### src/hw/rtl/decimal_vector_digit_strokes_assert.svh
// Assertion macros shared by the digit stroke generator RTL
`ifndef DECIMAL_VECTOR_DIGIT_STROKES_ASSERT_SVH
`define DECIMAL_VECTOR_DIGIT_STROKES_ASSERT_SVH

// same-cycle implication, idle during reset
`define DVDS_ASSERT_IMP(label, clk, rst, ante, cons) \
   label: assert property (@(posedge clk) disable iff (rst) (ante) |-> (cons)) \
      else $error("dvds check failed");

// next-cycle implication, idle during reset
`define DVDS_ASSERT_NXT(label, clk, rst, ante, cons) \
   label: assert property (@(posedge clk) disable iff (rst) (ante) |=> (cons)) \
      else $error("dvds check failed");

`endif

### src/hw/rtl/dvds_pkg.sv
// Shared types, constants and glyph ROM for the digit stroke generator
package dvds_pkg;

   // parameter defaults
   localparam int NUM_DIGITS_DEF = 4;
   localparam int GLYPH_UNIT_DEF = 32;
   localparam int VALUE_BITS_DEF = 16;

   // remainder width: holds up to 9999
   localparam int REM_BITS = 14;

   // register indexes
   localparam logic [2:0] CSR_ROW_Y          = 3'd0;
   localparam logic [2:0] CSR_START_X        = 3'd1;
   localparam logic [2:0] CSR_DIGIT_PITCH    = 3'd2;
   localparam logic [2:0] CSR_POSITION_SCALE = 3'd3;
   localparam logic [2:0] CSR_STROKE_SCALE   = 3'd4;
   localparam logic [2:0] CSR_INTENSITY      = 3'd5;

   // register reset values
   localparam logic signed [7:0] ROW_Y_RST          = 8'sd110;
   localparam logic signed [7:0] START_X_RST        = -8'sd110;
   localparam logic [6:0]        DIGIT_PITCH_RST    = 7'd10;
   localparam logic [7:0]        POSITION_SCALE_RST = 8'h7f;
   localparam logic [7:0]        STROKE_SCALE_RST   = 8'h18;
   localparam logic [6:0]        INTENSITY_RST      = 7'd95;

   localparam logic [1:0] DIGIT_POS_UNITS = 2'd3;

   // result kinds
   typedef enum logic [1:0] {
      KIND_POS  = 2'd0,
      KIND_MOVE = 2'd1,
      KIND_DRAW = 2'd2
   } kind_type;

   typedef struct packed {
      logic signed [7:0] row_y;
      logic signed [7:0] start_x;
      logic [6:0]        digit_pitch;
      logic [7:0]        position_scale;
      logic [7:0]        stroke_scale;
      logic [6:0]        intensity;
   } cfg_type;

   // handoff from digit splitter to stroke generator
   typedef struct packed {
      logic            valid;
      logic            ovf;
      logic [3:0][3:0] digits;
   } split_out_type;

   typedef struct packed {
      kind_type          kind;
      logic signed [2:0] dy;
      logic signed [2:0] dx;
   } stroke_type;

   function automatic int pow10(input int n);
      int p;
      p = 1;
      for (int i = 0; i < n; i++) p = p * 10;
      return p;
   endfunction

   // subtrahend for each decade of the repeated subtraction
   function automatic logic [REM_BITS-1:0] decade(input logic [1:0] idx);
      logic [REM_BITS-1:0] r;
      case (idx)
         2'd0:    r = REM_BITS'(1000);
         2'd1:    r = REM_BITS'(100);
         default: r = REM_BITS'(10);
      endcase
      return r;
   endfunction

   // glyph units to 8-bit displacement, wrapping
   function automatic logic [7:0] unit_bits(input logic signed [2:0] units,
                                            input int unit_size);
      int prod;
      prod = int'(units) * unit_size;
      return prod[7:0];
   endfunction

   function automatic logic [2:0] glyph_len(input logic [3:0] d);
      logic [2:0] n;
      case (d)
         4'd0:    n = 3'd4;
         4'd1:    n = 3'd1;
         4'd2:    n = 3'd5;
         4'd3:    n = 3'd6;
         4'd4:    n = 3'd4;
         4'd5:    n = 3'd6;
         4'd6:    n = 3'd6;
         4'd7:    n = 3'd2;
         4'd8:    n = 3'd6;
         4'd9:    n = 3'd6;
         default: n = 3'd1;
      endcase
      return n;
   endfunction

   function automatic stroke_type mk(input kind_type k, input logic signed [2:0] y,
                                     input logic signed [2:0] x);
      stroke_type s;
      s.kind = k;
      s.dy   = y;
      s.dx   = x;
      return s;
   endfunction

   // ten-glyph stroke ROM, indexed by digit and stroke number
   function automatic stroke_type glyph_stroke(input logic [3:0] d, input logic [2:0] k);
      stroke_type s;
      case ({d, k})
         {4'd0, 3'd0}: s = mk(KIND_DRAW,  3'sd0, -3'sd1);
         {4'd0, 3'd1}: s = mk(KIND_DRAW,  3'sd2,  3'sd0);
         {4'd0, 3'd2}: s = mk(KIND_DRAW,  3'sd0,  3'sd1);
         {4'd0, 3'd3}: s = mk(KIND_DRAW, -3'sd2,  3'sd0);
         {4'd1, 3'd0}: s = mk(KIND_DRAW,  3'sd2,  3'sd0);
         {4'd2, 3'd0}: s = mk(KIND_DRAW,  3'sd0, -3'sd1);
         {4'd2, 3'd1}: s = mk(KIND_DRAW,  3'sd1,  3'sd0);
         {4'd2, 3'd2}: s = mk(KIND_DRAW,  3'sd0,  3'sd1);
         {4'd2, 3'd3}: s = mk(KIND_DRAW,  3'sd1,  3'sd0);
         {4'd2, 3'd4}: s = mk(KIND_DRAW,  3'sd0, -3'sd1);
         {4'd3, 3'd0}: s = mk(KIND_DRAW,  3'sd0, -3'sd1);
         {4'd3, 3'd1}: s = mk(KIND_MOVE,  3'sd0,  3'sd1);
         {4'd3, 3'd2}: s = mk(KIND_DRAW,  3'sd2,  3'sd0);
         {4'd3, 3'd3}: s = mk(KIND_DRAW,  3'sd0, -3'sd1);
         {4'd3, 3'd4}: s = mk(KIND_MOVE, -3'sd1,  3'sd0);
         {4'd3, 3'd5}: s = mk(KIND_DRAW,  3'sd0,  3'sd1);
         {4'd4, 3'd0}: s = mk(KIND_DRAW,  3'sd2,  3'sd0);
         {4'd4, 3'd1}: s = mk(KIND_MOVE, -3'sd1,  3'sd0);
         {4'd4, 3'd2}: s = mk(KIND_DRAW,  3'sd0, -3'sd1);
         {4'd4, 3'd3}: s = mk(KIND_DRAW,  3'sd1,  3'sd0);
         {4'd5, 3'd0}: s = mk(KIND_DRAW,  3'sd0, -3'sd1);
         {4'd5, 3'd1}: s = mk(KIND_MOVE,  3'sd0,  3'sd1);
         {4'd5, 3'd2}: s = mk(KIND_DRAW,  3'sd1,  3'sd0);
         {4'd5, 3'd3}: s = mk(KIND_DRAW,  3'sd0, -3'sd1);
         {4'd5, 3'd4}: s = mk(KIND_DRAW,  3'sd1,  3'sd0);
         {4'd5, 3'd5}: s = mk(KIND_DRAW,  3'sd0,  3'sd1);
         {4'd6, 3'd0}: s = mk(KIND_DRAW,  3'sd1,  3'sd0);
         {4'd6, 3'd1}: s = mk(KIND_DRAW,  3'sd0, -3'sd1);
         {4'd6, 3'd2}: s = mk(KIND_MOVE, -3'sd1,  3'sd1);
         {4'd6, 3'd3}: s = mk(KIND_DRAW,  3'sd0, -3'sd1);
         {4'd6, 3'd4}: s = mk(KIND_DRAW,  3'sd2,  3'sd0);
         {4'd6, 3'd5}: s = mk(KIND_DRAW,  3'sd0,  3'sd1);
         {4'd7, 3'd0}: s = mk(KIND_DRAW,  3'sd2,  3'sd0);
         {4'd7, 3'd1}: s = mk(KIND_DRAW,  3'sd0, -3'sd1);
         {4'd8, 3'd0}: s = mk(KIND_DRAW,  3'sd0, -3'sd1);
         {4'd8, 3'd1}: s = mk(KIND_DRAW,  3'sd2,  3'sd0);
         {4'd8, 3'd2}: s = mk(KIND_DRAW,  3'sd0,  3'sd1);
         {4'd8, 3'd3}: s = mk(KIND_DRAW, -3'sd2,  3'sd0);
         {4'd8, 3'd4}: s = mk(KIND_MOVE,  3'sd1,  3'sd0);
         {4'd8, 3'd5}: s = mk(KIND_DRAW,  3'sd0, -3'sd1);
         {4'd9, 3'd0}: s = mk(KIND_DRAW,  3'sd0, -3'sd1);
         {4'd9, 3'd1}: s = mk(KIND_MOVE,  3'sd0,  3'sd1);
         {4'd9, 3'd2}: s = mk(KIND_DRAW,  3'sd2,  3'sd0);
         {4'd9, 3'd3}: s = mk(KIND_DRAW,  3'sd0, -3'sd1);
         {4'd9, 3'd4}: s = mk(KIND_DRAW, -3'sd1,  3'sd0);
         {4'd9, 3'd5}: s = mk(KIND_DRAW,  3'sd0,  3'sd1);
         default:      s = mk(KIND_POS,   3'sd0,  3'sd0);
      endcase
      return s;
   endfunction

endpackage

### src/hw/rtl/dvds_digit_split.sv
// Clamp and decimal split of the input word by repeated subtraction
module dvds_digit_split
   import dvds_pkg::*;
#(
   parameter int NUM_DIGITS = NUM_DIGITS_DEF,
   parameter int VALUE_BITS = VALUE_BITS_DEF
) (
   input  logic                  clock,
   input  logic                  reset,
   input  logic                  req_valid,
   output logic                  req_stall,
   input  logic [VALUE_BITS-1:0] req_value,
   output split_out_type         split_out,
   input  logic                  split_take
);

   localparam int LIMIT = pow10(NUM_DIGITS) - 1;

   typedef enum logic [2:0] {
      SPLIT_IDLE = 3'b001,
      SPLIT_SUB  = 3'b010,
      SPLIT_HOLD = 3'b100
   } split_state_type;

   split_state_type     state_ff, state_in;
   logic [REM_BITS-1:0] rem_ff;
   logic [1:0]          idx_ff;
   logic                ovf_ff;
   logic [3:0]          digit_ff [4];
   logic [REM_BITS:0]   diff;
   logic                accept;
   logic                too_big;

   assign accept  = req_valid && (state_ff == SPLIT_IDLE);
   assign too_big = req_value > VALUE_BITS'(LIMIT);

   // shared subtractor; top bit is the borrow
   assign diff = {1'b0, rem_ff} - {1'b0, decade(idx_ff)};

   // sequencer
   always_comb begin
      state_in = state_ff;
      case (state_ff)
         SPLIT_IDLE: if (req_valid) state_in = SPLIT_SUB;
         SPLIT_SUB:  if (diff[REM_BITS] && idx_ff == 2'd2) state_in = SPLIT_HOLD;
         SPLIT_HOLD: if (split_take) state_in = SPLIT_IDLE;
         default:    state_in = SPLIT_IDLE;
      endcase
   end

   always_ff @(posedge clock) begin
      if (reset) begin
         state_ff <= SPLIT_IDLE;
      end else begin
         state_ff <= state_in;
      end
   end

   // remainder, decade index and digit counters
   always_ff @(posedge clock) begin
      if (accept) begin
         rem_ff      <= too_big ? REM_BITS'(LIMIT) : req_value[REM_BITS-1:0];
         ovf_ff      <= too_big;
         idx_ff      <= 2'd0;
         digit_ff[0] <= 4'd0;
         digit_ff[1] <= 4'd0;
         digit_ff[2] <= 4'd0;
         digit_ff[3] <= 4'd0;
      end else if (state_ff == SPLIT_SUB) begin
         if (!diff[REM_BITS]) begin
            rem_ff           <= diff[REM_BITS-1:0];
            digit_ff[idx_ff] <= digit_ff[idx_ff] + 4'd1;
         end else if (idx_ff == 2'd2) begin
            digit_ff[3] <= rem_ff[3:0];
         end else begin
            idx_ff <= idx_ff + 2'd1;
         end
      end
   end

   assign req_stall        = (state_ff != SPLIT_IDLE);
   assign split_out.valid  = (state_ff == SPLIT_HOLD);
   assign split_out.ovf    = ovf_ff;
   assign split_out.digits = {digit_ff[3], digit_ff[2], digit_ff[1], digit_ff[0]};

endmodule

### src/hw/rtl/dvds_stroke_gen.sv
// Stroke sequencer: position item and glyph strokes per digit, output register
module dvds_stroke_gen
   import dvds_pkg::*;
#(
   parameter int NUM_DIGITS = NUM_DIGITS_DEF,
   parameter int GLYPH_UNIT = GLYPH_UNIT_DEF
) (
   input  logic              clock,
   input  logic              reset,
   input  split_out_type     split_out,
   output logic              split_take,
   input  cfg_type           cfg,
   output logic              rsp_valid,
   input  logic              rsp_stall,
   output logic [1:0]        rsp_kind,
   output logic signed [7:0] rsp_dy,
   output logic signed [7:0] rsp_dx,
   output logic [7:0]        rsp_scale,
   output logic [6:0]        rsp_beam_level,
   output logic [1:0]        rsp_digit_pos,
   output logic [3:0]        rsp_digit_value,
   output logic              rsp_overflow,
   output logic              rsp_last
);

   localparam logic [1:0] FIRST_POS = 2'(4 - NUM_DIGITS);

   typedef enum logic [1:0] {
      EMIT_IDLE = 2'b01,
      EMIT_RUN  = 2'b10
   } emit_state_type;

   emit_state_type  state_ff, state_in;
   logic [1:0]      pos_ff;
   logic [2:0]      step_ff;
   logic [7:0]      col_ff;
   logic            ovf_ff;
   logic [3:0][3:0] digits_ff;
   logic            rsp_valid_ff;
   logic            out_free;
   logic            fire;
   logic [3:0]      d;
   logic            digit_end;
   logic            num_end;
   stroke_type      stroke;

   assign out_free   = !rsp_valid_ff || !rsp_stall;
   assign fire       = (state_ff == EMIT_RUN) && out_free;
   assign split_take = (state_ff == EMIT_IDLE) && split_out.valid;

   assign d         = digits_ff[pos_ff];
   assign digit_end = (step_ff == glyph_len(d));
   assign num_end   = digit_end && (pos_ff == DIGIT_POS_UNITS);
   assign stroke    = glyph_stroke(d, 3'(step_ff - 3'd1));

   // sequencer
   always_comb begin
      state_in = state_ff;
      case (state_ff)
         EMIT_IDLE: if (split_out.valid) state_in = EMIT_RUN;
         EMIT_RUN:  if (fire && num_end) state_in = EMIT_IDLE;
         default:   state_in = EMIT_IDLE;
      endcase
   end

   always_ff @(posedge clock) begin
      if (reset) begin
         state_ff     <= EMIT_IDLE;
         rsp_valid_ff <= 1'b0;
      end else begin
         state_ff <= state_in;
         if (out_free) rsp_valid_ff <= fire;
      end
   end

   // digit position, stroke step and column
   always_ff @(posedge clock) begin
      if (split_take) begin
         digits_ff <= split_out.digits;
         ovf_ff    <= split_out.ovf;
         pos_ff    <= FIRST_POS;
         step_ff   <= 3'd0;
         col_ff    <= cfg.start_x;
      end else if (fire) begin
         if (digit_end) begin
            pos_ff  <= pos_ff + 2'd1;
            step_ff <= 3'd0;
            col_ff  <= col_ff + {1'b0, cfg.digit_pitch};
         end else begin
            step_ff <= step_ff + 3'd1;
         end
      end
   end

   // result word
   always_ff @(posedge clock) begin
      if (fire) begin
         rsp_digit_pos   <= pos_ff;
         rsp_digit_value <= d;
         rsp_overflow    <= ovf_ff;
         rsp_last        <= num_end;
         if (step_ff == 3'd0) begin
            rsp_kind       <= KIND_POS;
            rsp_dy         <= cfg.row_y;
            rsp_dx         <= col_ff;
            rsp_scale      <= cfg.position_scale;
            rsp_beam_level <= 7'd0;
         end else begin
            rsp_kind       <= stroke.kind;
            rsp_dy         <= unit_bits(stroke.dy, GLYPH_UNIT);
            rsp_dx         <= unit_bits(stroke.dx, GLYPH_UNIT);
            rsp_scale      <= cfg.stroke_scale;
            rsp_beam_level <= cfg.intensity;
         end
      end
   end

   assign rsp_valid = rsp_valid_ff;

endmodule

### src/hw/rtl/decimal_vector_digit_strokes.sv
// Top level of the decimal digit vector stroke generator
//
//   channel  direction  handshake            payload
//   req      in         req_valid/req_stall  req_value
//   rsp      out        rsp_valid/rsp_stall  kind, dy, dx, scale, beam_level,
//                                            digit_pos, digit_value, overflow, last
//   csr      in         csr_we               csr_index, csr_wdata
//
// The splitter works through the thousands, hundreds and tens digits, one subtract
// per cycle, then hands the digits to the stroke sequencer and accepts the next
// word in the cycle after the handoff, so both work on different words at once.
// The sequencer emits one result word per cycle unless rsp_stall holds it:
// NUM_DIGITS position items plus glyph strokes, up to 28 words per number.
// Reset is synchronous; it clears control state and loads register defaults.
// rsp_stall holds a valid output word and pauses the sequencer in place.
module decimal_vector_digit_strokes
   import dvds_pkg::*;
#(
   parameter int NUM_DIGITS = NUM_DIGITS_DEF,
   parameter int GLYPH_UNIT = GLYPH_UNIT_DEF,
   parameter int VALUE_BITS = VALUE_BITS_DEF
) (
   input  logic                  clock,
   input  logic                  reset,
   input  logic                  req_valid,
   output logic                  req_stall,
   input  logic [VALUE_BITS-1:0] req_value,
   output logic                  rsp_valid,
   input  logic                  rsp_stall,
   output logic [1:0]            rsp_kind,
   output logic signed [7:0]     rsp_dy,
   output logic signed [7:0]     rsp_dx,
   output logic [7:0]            rsp_scale,
   output logic [6:0]            rsp_beam_level,
   output logic [1:0]            rsp_digit_pos,
   output logic [3:0]            rsp_digit_value,
   output logic                  rsp_overflow,
   output logic                  rsp_last,
   input  logic                  csr_we,
   input  logic [2:0]            csr_index,
   input  logic [7:0]            csr_wdata
);

   cfg_type       cfg_ff;
   split_out_type split_out;
   logic          split_take;

   // configuration registers
   always_ff @(posedge clock) begin
      if (reset) begin
         cfg_ff.row_y          <= ROW_Y_RST;
         cfg_ff.start_x        <= START_X_RST;
         cfg_ff.digit_pitch    <= DIGIT_PITCH_RST;
         cfg_ff.position_scale <= POSITION_SCALE_RST;
         cfg_ff.stroke_scale   <= STROKE_SCALE_RST;
         cfg_ff.intensity      <= INTENSITY_RST;
      end else if (csr_we) begin
         case (csr_index)
            CSR_ROW_Y:          cfg_ff.row_y          <= csr_wdata;
            CSR_START_X:        cfg_ff.start_x        <= csr_wdata;
            CSR_DIGIT_PITCH:    cfg_ff.digit_pitch    <= csr_wdata[6:0];
            CSR_POSITION_SCALE: cfg_ff.position_scale <= csr_wdata;
            CSR_STROKE_SCALE:   cfg_ff.stroke_scale   <= csr_wdata;
            CSR_INTENSITY:      cfg_ff.intensity      <= csr_wdata[6:0];
            default:            ;
         endcase
      end
   end

   dvds_digit_split #(
      .NUM_DIGITS (NUM_DIGITS),
      .VALUE_BITS (VALUE_BITS)
   ) u_split (
      .clock      (clock),
      .reset      (reset),
      .req_valid  (req_valid),
      .req_stall  (req_stall),
      .req_value  (req_value),
      .split_out  (split_out),
      .split_take (split_take)
   );

   dvds_stroke_gen #(
      .NUM_DIGITS (NUM_DIGITS),
      .GLYPH_UNIT (GLYPH_UNIT)
   ) u_strokes (
      .clock           (clock),
      .reset           (reset),
      .split_out       (split_out),
      .split_take      (split_take),
      .cfg             (cfg_ff),
      .rsp_valid       (rsp_valid),
      .rsp_stall       (rsp_stall),
      .rsp_kind        (rsp_kind),
      .rsp_dy          (rsp_dy),
      .rsp_dx          (rsp_dx),
      .rsp_scale       (rsp_scale),
      .rsp_beam_level  (rsp_beam_level),
      .rsp_digit_pos   (rsp_digit_pos),
      .rsp_digit_value (rsp_digit_value),
      .rsp_overflow    (rsp_overflow),
      .rsp_last        (rsp_last)
   );

   `include "decimal_vector_digit_strokes_assert.svh"

   // position items are blanked
   `DVDS_ASSERT_IMP(a_pos_blank, clock, reset, rsp_valid && rsp_kind == KIND_POS, rsp_beam_level == 7'd0)
   // a clamped number shows only nines
   `DVDS_ASSERT_IMP(a_ovf_nines, clock, reset, rsp_valid && rsp_overflow, rsp_digit_value == 4'd9)
   // the final word belongs to the units digit
   `DVDS_ASSERT_IMP(a_last_units, clock, reset, rsp_valid && rsp_last, rsp_digit_pos == DIGIT_POS_UNITS)
   // after a handoff the split output is no longer valid
   `DVDS_ASSERT_NXT(a_take_frees, clock, reset, split_take, !split_out.valid)

endmodule

### config.mk
export PLATFORM = sky130hd
export DESIGN_NAME = decimal_vector_digit_strokes
export DESIGN_NICKNAME = d
export VERILOG_FILES = /design/src/hw/rtl/dvds_pkg.sv /design/src/hw/rtl/dvds_digit_split.sv /design/src/hw/rtl/dvds_stroke_gen.sv /design/src/hw/rtl/decimal_vector_digit_strokes.sv
export VERILOG_INCLUDE_DIRS = /design/src /design/src/hw/rtl
export SDC_FILE = /design/constraint.sdc
export NUM_CORES = 1
export LEC_CHECK = 0
export BUFFER_PORTS_ARGS = -buffer_cell sky130_fd_sc_hd__buf_2
export CORE_MARGIN = 5
export CORE_UTILIZATION = 35
export CTS_BUF_LIST = sky130_fd_sc_hd__clkbuf_16
export DETAILED_ROUTE_END_ITERATION = 8
export GPL_TIMING_DRIVEN = 0
export MAX_ROUTING_LAYER = met4
export PLACE_DENSITY = 0.56
export REMOVE_ABC_BUFFERS = 1
export SLEW_MARGIN = 25
export SYNTH_ARGS = -nofsm -noshare
export SYNTH_HDL_FRONTEND = slang
export SYNTH_SLANG_ARGS = --single-unit
### constraint.sdc
create_clock -name clock -period 9.3 [get_ports clock]
set_input_delay 1.86 -clock clock [delete_from_list [all_inputs] [get_ports clock]]
set_output_delay 1.86 -clock clock [all_outputs]
set_load 0.005 [all_outputs]
==> results of run 1 <==
[worst paths after layout]
path | endpoint | slack (ns)
worst max-delay path | u_split.rem_ff[6]$_DFFE_PP_ | 5.30
worst min-delay path | u_strokes.ovf_ff$_DFFE_PP_ | 0.45
worst max register to register | u_split.rem_ff[6]$_DFFE_PP_ | 5.30
worst min register to register | u_strokes.ovf_ff$_DFFE_PP_ | 0.45
[flip-flops by register name, indices dropped and copies added (netlist names), named ones only]
register                   count
cfg_ff                        46
u_split.digit_ff              16
u_strokes.digits_ff           16
u_split.rem_ff                14
u_strokes.col_ff               8
u_strokes.rsp_dx               8
u_strokes.rsp_dy               8
u_strokes.rsp_scale            8
u_strokes.rsp_beam_level       7
u_strokes.rsp_digit_value      4
u_split.state_ff               3
u_strokes.step_ff              3
u_split.idx_ff                 2
u_strokes.pos_ff               2
u_strokes.rsp_digit_pos        2
u_strokes.rsp_kind             2
u_strokes.state_ff             2
u_split.ovf_ff                 1
u_strokes.ovf_ff               1
u_strokes.rsp_last             1
u_strokes.rsp_overflow         1
u_strokes.rsp_valid            1
[cells in the final DEF, fill, tap and decap left out, types with 18 or more instances in the layout]
cell,count
inv_1,23
and2_1,18
ha_1,29
nand2_1,104
edfxtp_1,97
nand3b_1,19
nor2_1,64
o21ai_0,32
a21oi_1,43
xnor2_1,19
dfxtp_1,61
buf_2,74
[cell families (layout without fill, tap and decap cells)]
family	Yosys count	count (layout)	share of synthesized area, %
AOI/OAI and AO/OA	141	141	11.6
xor gates and xnor gates	28	28	3.16
adders and majority gates	31	31	5.19
buffers and inverters	65	133	3.24
DFF	158	158	53.2
muxes	32	32	5.56
and+or+nand+nor	287	287	18.1
[stage by stage]
stage / std cells / total power [mW]
2_1_floorplan: 701 / 0.886
5_1_grt: 1090 / 1.68
3_5_place_dp: 1058 / 0.932
3_3_place_gp: 1055 / 0.929
4_1_cts: 1090 / 1.63
6_report: 1090 / 1.62
[power groups by stage]
| stage | sequential [mW] | clock (mW) | combinational (mW) |
|---|---|---|---|
| 2_1_floorplan | 0.793 | 0 | 0.0934 |
| 6_report | 0.782 | 0.699 | 0.135 |
| 5_1_grt | 0.785 | 0.747 | 0.153 |
| 3_5_place_dp | 0.798 | 0 | 0.134 |
| 4_1_cts | 0.782 | 0.716 | 0.136 |
| 3_3_place_gp | 0.797 | 0 | 0.132 |
[cell usage after synthesis (8+ instances only)]
cell type and n:
edfxtp_1 97, ha_1 29, dfxtp_1 61, a21oi_1 43, mux2_2 9, mux2i_1 15
nor2_1 64, and2_1 18, xnor2_1 19, nor2b_1 18, nand3b_1 19, inv_1 24
nor3_1 11, a211o_1 10, nand2_1 104, nand3_1 12, clkbuf_1 37, o21bai_1 8
xor2_1 9, mux4_2 8, o21ai_0 32
[worst max-delay path, delay by kind of cell, from the launching register on]
| family | cells | cell delay (ns) |
|---|---|---|
| compound gates | 5 | 1.68 |
| fa+ha+maj | 2 | 0.53 |
| buf+inv | 2 | 0.29 |
| flops | 1 | 0.54 |
| simple gates | 1 | 0.55 |
[layout make-up]
type,instances,share of cell area [%]
clock inverter,15,1.91
clock buffer,17,4.73
inverter,24,1.00
tap,280,3.90
timing repair buffer,77,4.73
sequential,158,46.0
multi-input combinational,519,37.8
[per-layer routing]
metal	track usage, %	vias up
met3	3.42	17
met2	21.4	130
met5	-	-
met1	18.3	2564
met4	3.76	0
li1	-	2773
==> run metrics, run 1 <==
switching portion of total power 25.3%; root buf cell clkbuf_16; Critical Path Slowest Stage Cell o21ai_1; Worst Path Required 9.31 ns; cell count after synthesis 742; CP Capture Type register; share of layout cells above drive strength 1 16.9%; Worst Hold Depth 0; number of fill cells in the layout 2149; CTS tree done; Clock Latency Late Sink 0.43 ns; Hold Startpoint u_split.ovf_ff$_DFFE_PP_; vias in the first global route 5386; drt total wl 16900 um; Clk network pwr share 43.2%; Antenna Cells 0; Slew HR between 30% and 40%; Die W 159 um; TritonCTS buffer count 17; Post-synth EDFFs 97; IO Pins 75; Avg Cell Area, Syn 10.5 um^2; Crit Path Max Fanout 13; gp weighted congestion approximately 0.87; fin util between 40% and 50%; # H-tree levels 4; power share of the sequential group 48.4%; FF-to-FF path depth 10; Wirelength per Cell 15.5 um; number of max-cap violations 0; sequential fraction of the synthesis area 53.2%; area share of the largest cell type after synthesis between 30% and 40%; critical path cell sequence inv_1, ha_1, inv_1, ha_1, o31a_1, o21a_1, o311ai_0, a21oi_1, o21ai_1, nand2_1; CORE AREA between 0.02 and 0.025 mm^2; GR Overflow Total 0; max frequency roughly 250 MHz; DP Area 0.00840 mm^2; Critical Path Start u_split.idx_ff[1]$_SDFFE_PP0P_; switching pwr roughly 410 uW; vias per std cell 5.03; asr flop ratio synth 0%; Final Setup Violations 0; # clock sinks 158; yosys warns 0; VDD IR max approximately 0.11 mV; slack of the critical path 5.30 ns; Initial DRC Count 315; hold crit path type register to register; Final period util 43.0%; Slowest Stage Delay on Critical Path ~0.60 ns; signal arrival time at the worst endpoint 4.01 ns; Critical Setup Path Class register to register; Pleak around 3.4 nW; endpoints failing hold 0; first-pass GRT wire length 27900 um; Combinational Power Share 8.4%; antenna violations before repair 0; routed wl met2 7840 um; height of the die 159 um; Detail Route met3 WL 870 um; Final Max Tran Viols 0; Setup crit start kind register; ranking of synthesized cells by area edfxtp_1 37%, dfxtp_1 16%, nand2_1 5.0%; status finished clean; Post-route DRC 0; die area 0.0253 mm^2; Max clock buf depth 2; Fin Hold WS 0.447 ns; RSZ-0062 raised after global routing no; Total GRT Usage 13.9%; clk slew on worst S/H paths 0.07 ns; Post-Synthesis Cell Area 0.00777 mm^2; area of the multi-input gates 0.00340 mm^2; post-synth cell types 56; DRT Pass-1 Iters 5; worst slew pin tran 0.986 ns; fin area 0.00899 mm^2; HPWL after DPL roughly 12000 um; Top Layer Used met4; row cnt 54; largest net degree at the start of global routing between 50 and 60; Synth-to-Final Area Change 15.7%; Port Buffers 74; worst clock skew 0.0130 ns; CTS Hold Buffers Added 0; pwr dens 180 mW/mm^2; Setup TNS 0 ns; FF+latch area 0.00413 mm^2; post-CTS sizing 0; Worst R2R Start u_split.idx_ff[1]$_SDFFE_PP0P_; ANT nets after route 0; Primary FF master, synth edfxtp_1; Pint 1.21 mW; postcts setup bufs 0; area leader, netlist edfxtp_1; starting density of the core 35.6%; post-synthesis register bit count around 160; shortest period the worst path allows roughly 4 ns; pre-CTS WS 4.87 ns; routed metal-1 wire length 7960 um; final net count 860; Vias about 5500
Note: power is estimated with default switching activity, not from simulation.
==> inputs of run 2 (changes only) <==
==> constraint.sdc (replaced) <==
create_clock -name clock -period 3.91 [get_ports clock]
set_input_delay 0.782 -clock clock [delete_from_list [all_inputs] [get_ports clock]]
set_output_delay 0.782 -clock clock [all_outputs]
set_load 0.005 [all_outputs]
==> run metrics, run 2 (synthesis gave the netlist of run 1 again) <==
Clk network pwr share 43.2% (about the same); status finished clean; IO Pins 75 (unchanged); Initial DRC Count 296 (-6.0%); switching pwr 970 uW (+140%); height of the die 159 um (unchanged); vias in the first global route 5386 (unchanged); fin area 0.00901 mm^2 (+0.14%); VDD IR max 0.261 mV (+140%); hold crit path type register to register; first-pass GRT wire length 27900 um (about the same); clk slew on worst S/H paths 0.07 ns (about the same); drt total wl 16900 um (+0.11%); max frequency 275 MHz (+10%); signal arrival time at the worst endpoint 3.70 ns (-0.31 ns); ANT nets after route 0 (unchanged); Tot Pwr 3.84 mW (+140%); Final period util 92.9% (+50 points); Worst Path Required 3.98 ns (-5.33 ns); RSZ-0062 raised after global routing no; most frequent cells in the layout 103 x nand2_1, 97 x edfxtp_1, 74 x buf_2, 64 x nor2_1, 61 x dfxtp_1; Port Buffers 74 (unchanged); largest net degree at the start of global routing 52 (unchanged); DRT Pass-1 Iters 5 (unchanged); CTS tree done; TritonCTS buffer count 17 (unchanged); Synth-to-Final Area Change 15.9%; number of max-cap violations 0 (unchanged); CORE AREA 0.0218 mm^2 (unchanged); Total GRT Usage 13.9% (unchanged); share of layout cells above drive strength 1 17.3% (+0.37 points); shortest period the worst path allows 3.63 ns (-0.367 ns); gp weighted congestion 0.871 (unchanged); Crit Path Max Fanout 13 (unchanged); Max clock buf depth 2 (unchanged); Setup crit start kind register; CP Capture Type register; DP Area 0.00840 mm^2 (unchanged); antenna violations before repair 0 (unchanged); Clock Latency Late Sink 0.43 ns (about the same); Antenna Cells 0 (unchanged); Die W 159 um (unchanged); worst slew pin tran 0.999 ns (+0.0127 ns); # H-tree levels 4 (unchanged); final net count 860 (unchanged); Wirelength per Cell 15.5 um (+0.11%); max FFs per register 46 (unchanged); GR Overflow Total 0 (unchanged); vias per std cell 5.05 (+0.33%); Final Setup Violations 0 (unchanged); Regs by FF count cfg_ff: 46 flops, u_split.digit_ff: 16 flops, u_strokes.digits_ff: 16 flops; worst clock skew 0.0129 ns (-0.0000870 ns); pre-CTS WS -0.135 ns (-5.00 ns); pwr dens 427 mW/mm^2 (+140%); Critical Setup Path Class register to register; endpoints failing hold 0 (unchanged); root buf cell clkbuf_16; die area 0.0253 mm^2 (unchanged); fin util 41.3% (+0.057 points); Final Max Tran Viols 0 (unchanged); # clock sinks 158 (unchanged); Slew HR 33.2% (-0.60 points); Pleak 3.42 nW (+0.12%); Post-route DRC 0 (unchanged); starting density of the core 35.6% (unchanged); commonest non-fill, non-tap cell in the layout nand2_1; Vias 5502 (+0.33%); number of fill cells in the layout 2149 (unchanged); switching portion of total power 25.2% (-0.036 points); row cnt 54 (unchanged); Combinational Power Share 8.4% (about the same); postcts setup bufs 0 (unchanged); slack of the critical path 0.276 ns (-5.02 ns); HPWL after DPL 11700 um (unchanged); power share of the sequential group 48.4% (about the same); Pint 2.87 mW (+140%); Top reg by flops cfg_ff
-- run 2: worst paths after layout --
path	slack, ns	cells past startpoint	to	start
worst max-delay path	0.28	10	u_split.rem_ff[6]$_DFFE_PP_	u_split.idx_ff[1]$_SDFFE_PP0P_
worst min-delay path	0.45	0	u_strokes.ovf_ff$_DFFE_PP_	u_split.ovf_ff$_DFFE_PP_
worst max register to register	0.28	10	u_split.rem_ff[6]$_DFFE_PP_	u_split.idx_ff[1]$_SDFFE_PP0P_
worst min register to register	0.45	0	u_strokes.ovf_ff$_DFFE_PP_	u_split.ovf_ff$_DFFE_PP_
-- run 2: critical path: stages, from the launching register on --
cell and delay (ns):
dfxtp_1 0.57, inv_1 0.17, ha_1 0.31, inv_1 0.13, ha_1 0.23, o31a_1 0.11, o21a_1 0.20, o311ai_0 0.55
a21oi_1 0.24, o21ai_2 0.45, nand2_2 0.32
-- run 2: cell type report --
class	count	area, um^2	share of cell area, %
tap	280	350	3.89
clock buffer	17	425	4.72
timing repair buffer	77	425	4.72
clock inverter	15	171	1.90
sequential	158	4130	45.9
inverter	24	90.1	1.00
multi-input combinational	519	3410	37.9
-- run 2: layer usage --
layer | global-route usage (%) | share of wire, % | vias to the layer above | wire length (um)
li1 | - | - | 2778 | -
met2 | 21.4 | 47 | 120 | 7910
met3 | 3.42 | 4.6 | 20 | 774
met1 | 18.3 | 47 | 2584 | 7990
met5 | - | 0 | - | 0
met4 | 3.76 | 1.2 | 0 | 203
-- run 2: what timing repair did --
item                       4_1_cts  5_1_grt
hold buffers                     0        0
pin swaps                        0        0
gates resized for setup          1        2
setup endpoints to repair       13       21
-- run 2: power groups by stage --
| stage | registers, mW | logic, mW | clock network [mW] |
|---|---|---|---|
| final | 1.86 | 0.323 | 1.66 |
| after detailed placement | 1.90 | 0.320 | 0 |
| after CTS | 1.86 | 0.324 | 1.70 |
| after global placement | 1.90 | 0.315 | 0 |
| after global routing | 1.87 | 0.365 | 1.78 |
| after floorplan | 1.89 | 0.222 | 0 |
-- run 2: per-stage QoR --
stage / hold WS (ns) / std cells / TNS [ns]
4_1_cts: 0.454 / 1090 / 0
2_1_floorplan: 0.400 / 701 / 0
6_report: 0.446 / 1090 / 0
3_3_place_gp: 0.436 / 1055 / -6.67
3_5_place_dp: 0.438 / 1058 / -1.74
5_1_grt: 0.461 / 1090 / 0
==> inputs of run 3 (changes only) <==
--- a/config.mk
+++ b/config.mk
@@ -15,6 +15,7 @@
 export MAX_ROUTING_LAYER = met4
 export PLACE_DENSITY = 0.56
 export REMOVE_ABC_BUFFERS = 1
+export SETUP_SLACK_MARGIN = 0.3
 export SLEW_MARGIN = 25
 export SYNTH_ARGS = -nofsm -noshare
 export SYNTH_HDL_FRONTEND = slang
==> run metrics, run 3 (synthesis gave the netlist of run 1 again) <==
Total GRT Usage 14.2% (+0.32 points); Regs by FF count cfg_ff: 46 flops, u_split.digit_ff: 16 flops, u_strokes.digits_ff: 16 flops; Worst R2R Start u_strokes.step_ff[0]$_SDFFE_PP0P_; crit-path most repeated cell xnor2_1; # H-tree levels 4 (unchanged); Setup crit start kind register; hold crit path type register to register; Crit path max-delay family compound AO/OA/AOI/OAI gates; VDD IR max 0.262 mV (+0.51%); HPWL after DPL 11700 um (unchanged); vias per std cell 5.13 (+1.6%); row cnt 54 (unchanged); Final period util 87.5% (-5.4 points); worst slew pin tran 1.03 ns (+0.0320 ns); Wirelength per Cell 16.1 um (+3.8%); starting density of the core 35.6% (unchanged); Hold Startpoint u_split.ovf_ff$_DFFE_PP_; R2R setup slack 0.49 ns (+0.21 ns); hold endpoint u_strokes.ovf_ff$_DFFE_PP_; gp weighted congestion 0.871 (unchanged); antenna violations before repair 0 (unchanged); Post-Place Cells 1058 (unchanged); max FFs per register 46 (unchanged); Bufs and invs on worst path 1 (-1); Die W 159 um (unchanged); Final Setup Violations 0 (unchanged); Initial DRC Count 307 (+3.7%); number of max-cap violations 0 (unchanged); Antenna Cells 0 (unchanged); pre-CTS WS -0.135 ns (unchanged); Finished Layout Cells 1093 (+0.28%); Worst Path Required 4.20 ns (+0.22 ns); commonest non-fill, non-tap cell in the layout nand2_1; IO Pins 75 (unchanged); number of fill cells in the layout 2137 (-0.56%); height of the die 159 um (unchanged); Slowest Stage Delay on Critical Path 0.75 ns (+0.18 ns); Slew HR 31.0% (-2.1 points); slack of the critical path 0.488 ns (+0.212 ns); die area 0.0253 mm^2 (unchanged); first-pass GRT wire length 28500 um (+1.9%); TritonCTS buffer count 17 (unchanged); GR Overflow Total 0 (unchanged); max frequency 292 MHz (+6.2%); # clock sinks 158 (unchanged); FF-to-FF path depth 8 (-2); CTS Hold Buffers Added 0 (unchanged); r2r endpoint u_strokes.rsp_dy[6]$_DFFE_PP_; CORE AREA 0.0218 mm^2 (unchanged); Critical Setup Path Class register to register; Crit Path Max Fanout 14 (+1); status finished clean; Clock Latency Late Sink 0.43 ns (about the same); Final Max Tran Viols 0 (unchanged); DRT Pass-1 Iters 5 (unchanged); Port Buffers 74 (unchanged); ANT nets after route 0 (unchanged); clk slew on worst S/H paths 0.06 ns (about the same); Critical Path Slowest Stage Cell xnor2_1; drt total wl 17600 um (+4.1%); worst clock skew 0.0123 ns (-0.000542 ns); Synth-to-Final Area Change 16.8%; RSZ-0062 raised after global routing no; most frequent cells in the layout 103 x nand2_1, 97 x edfxtp_1, 74 x buf_2, 64 x nor2_1, 58 x dfxtp_1; share of layout cells above drive strength 1 17.7% (+0.43 points); vias in the first global route 5441 (+1.0%); shortest period the worst path allows 3.42 ns (-0.212 ns); pwr dens 424 mW/mm^2 (-0.61%); CP Capture Type register; Pleak 3.45 nW (+0.83%); Vias 5603 (+1.8%); endpoints failing hold 0 (unchanged); Max clock buf depth 2 (unchanged); final net count 863 (+0.35%); signal arrival time at the worst endpoint 3.71 ns (about the same); largest net degree at the start of global routing 52 (unchanged); Post-route DRC 0 (unchanged); Tot Pwr 3.85 mW (+0.17%); root buf cell clkbuf_16; Worst Hold Depth 0 (unchanged); Top reg by flops cfg_ff; CTS tree done; critical path cell sequence inv_1, ha_1, xnor2_1, xnor2_1, a22o_1, a22oi_1, a2111oi_0, a221o_1
==> run 3: through the flow <==
step	util (%)	hold slack [ns]	instance area, um^2	setup TNS, ns
floorplan	-	0.400	7610	0
global placement	38.2	0.436	8330	-6.67
detailed placement	38.5	0.438	8400	-1.74
CTS	41.4	0.454	9030	0
global route	41.6	0.461	9080	0
finish	41.6	0.447	9080	0
==> run 3: worst register-to-register path, stage by stage (launching register included) <==
cell and delay [ns]:
dfxtp_1 0.63, inv_1 0.29, ha_1 0.34, xnor2_1 0.75, xnor2_1 0.23, a22o_1 0.18
a22oi_1 0.09, a2111oi_0 0.58, a221o_1 0.21
==> run 3: report_power, final <==
part	switching (mW)	total (mW)	leakage, nW	internal [mW]
combinational	0.191	0.327	1.76	0.136
sequential	0.0340	1.86	1.40	1.83
clock	0.749	1.66	0.291	0.912
total	0.974	3.85	3.45	2.87
==> run 3: how the worst max path moves through the flow <==
| stage | slack [ns] | endpoint | start | cells after the start |
|---|---|---|---|---|
| after floorplan | 0.82 | u_split.rem_ff[10]$_DFFE_PP_ | u_split.idx_ff[1]$_SDFFE_PP0P_ | 10 |
| after global placement | -0.81 | u_strokes.rsp_dx[7]$_DFFE_PP_ | u_strokes.step_ff[0]$_SDFFE_PP0P_ | 7 |
| after detailed placement | -0.13 | u_split.rem_ff[6]$_DFFE_PP_ | u_split.idx_ff[1]$_SDFFE_PP0P_ | 10 |
| after CTS | 0.30 | u_strokes.col_ff[2]$_DFFE_PP_ | u_strokes.pos_ff[0]$_SDFFE_PP0P_ | 8 |
| after global routing | 0.32 | u_strokes.col_ff[2]$_DFFE_PP_ | u_strokes.pos_ff[0]$_SDFFE_PP0P_ | 8 |
| final | 0.49 | u_strokes.rsp_dy[6]$_DFFE_PP_ | u_strokes.step_ff[0]$_SDFFE_PP0P_ | 8 |
==> run 3: layout make-up <==
class / instances / area (um^2) / area share [%]
clock buffer: 17 / 425 / 4.69
sequential: 158 / 4140 / 45.6
timing repair buffer: 78 / 433 / 4.77
inverter: 24 / 90.1 / 0.992
tap: 280 / 350 / 3.86
multi-input combinational: 521 / 3470 / 38.2
clock inverter: 15 / 171 / 1.89
==> run 3: layer usage <==
metal | GRT usage, % | vias up | part of all wire [%]
met3 | 3.44 | 24 | 5.1
met1 | 19.1 | 2652 | 48
met4 | 4.03 | 0 | 1.4
li1 | - | 2785 | -
met5 | - | - | 0
met2 | 21.5 | 142 | 46
==> run 3: timing repair <==
action	in CTS	in global routing
setup endpoints to repair	29	26
resized for setup	4	4
buffers inserted	0	1
endpoints found under the hold margin	0	0
cloned	1	1
pin swaps	0	1
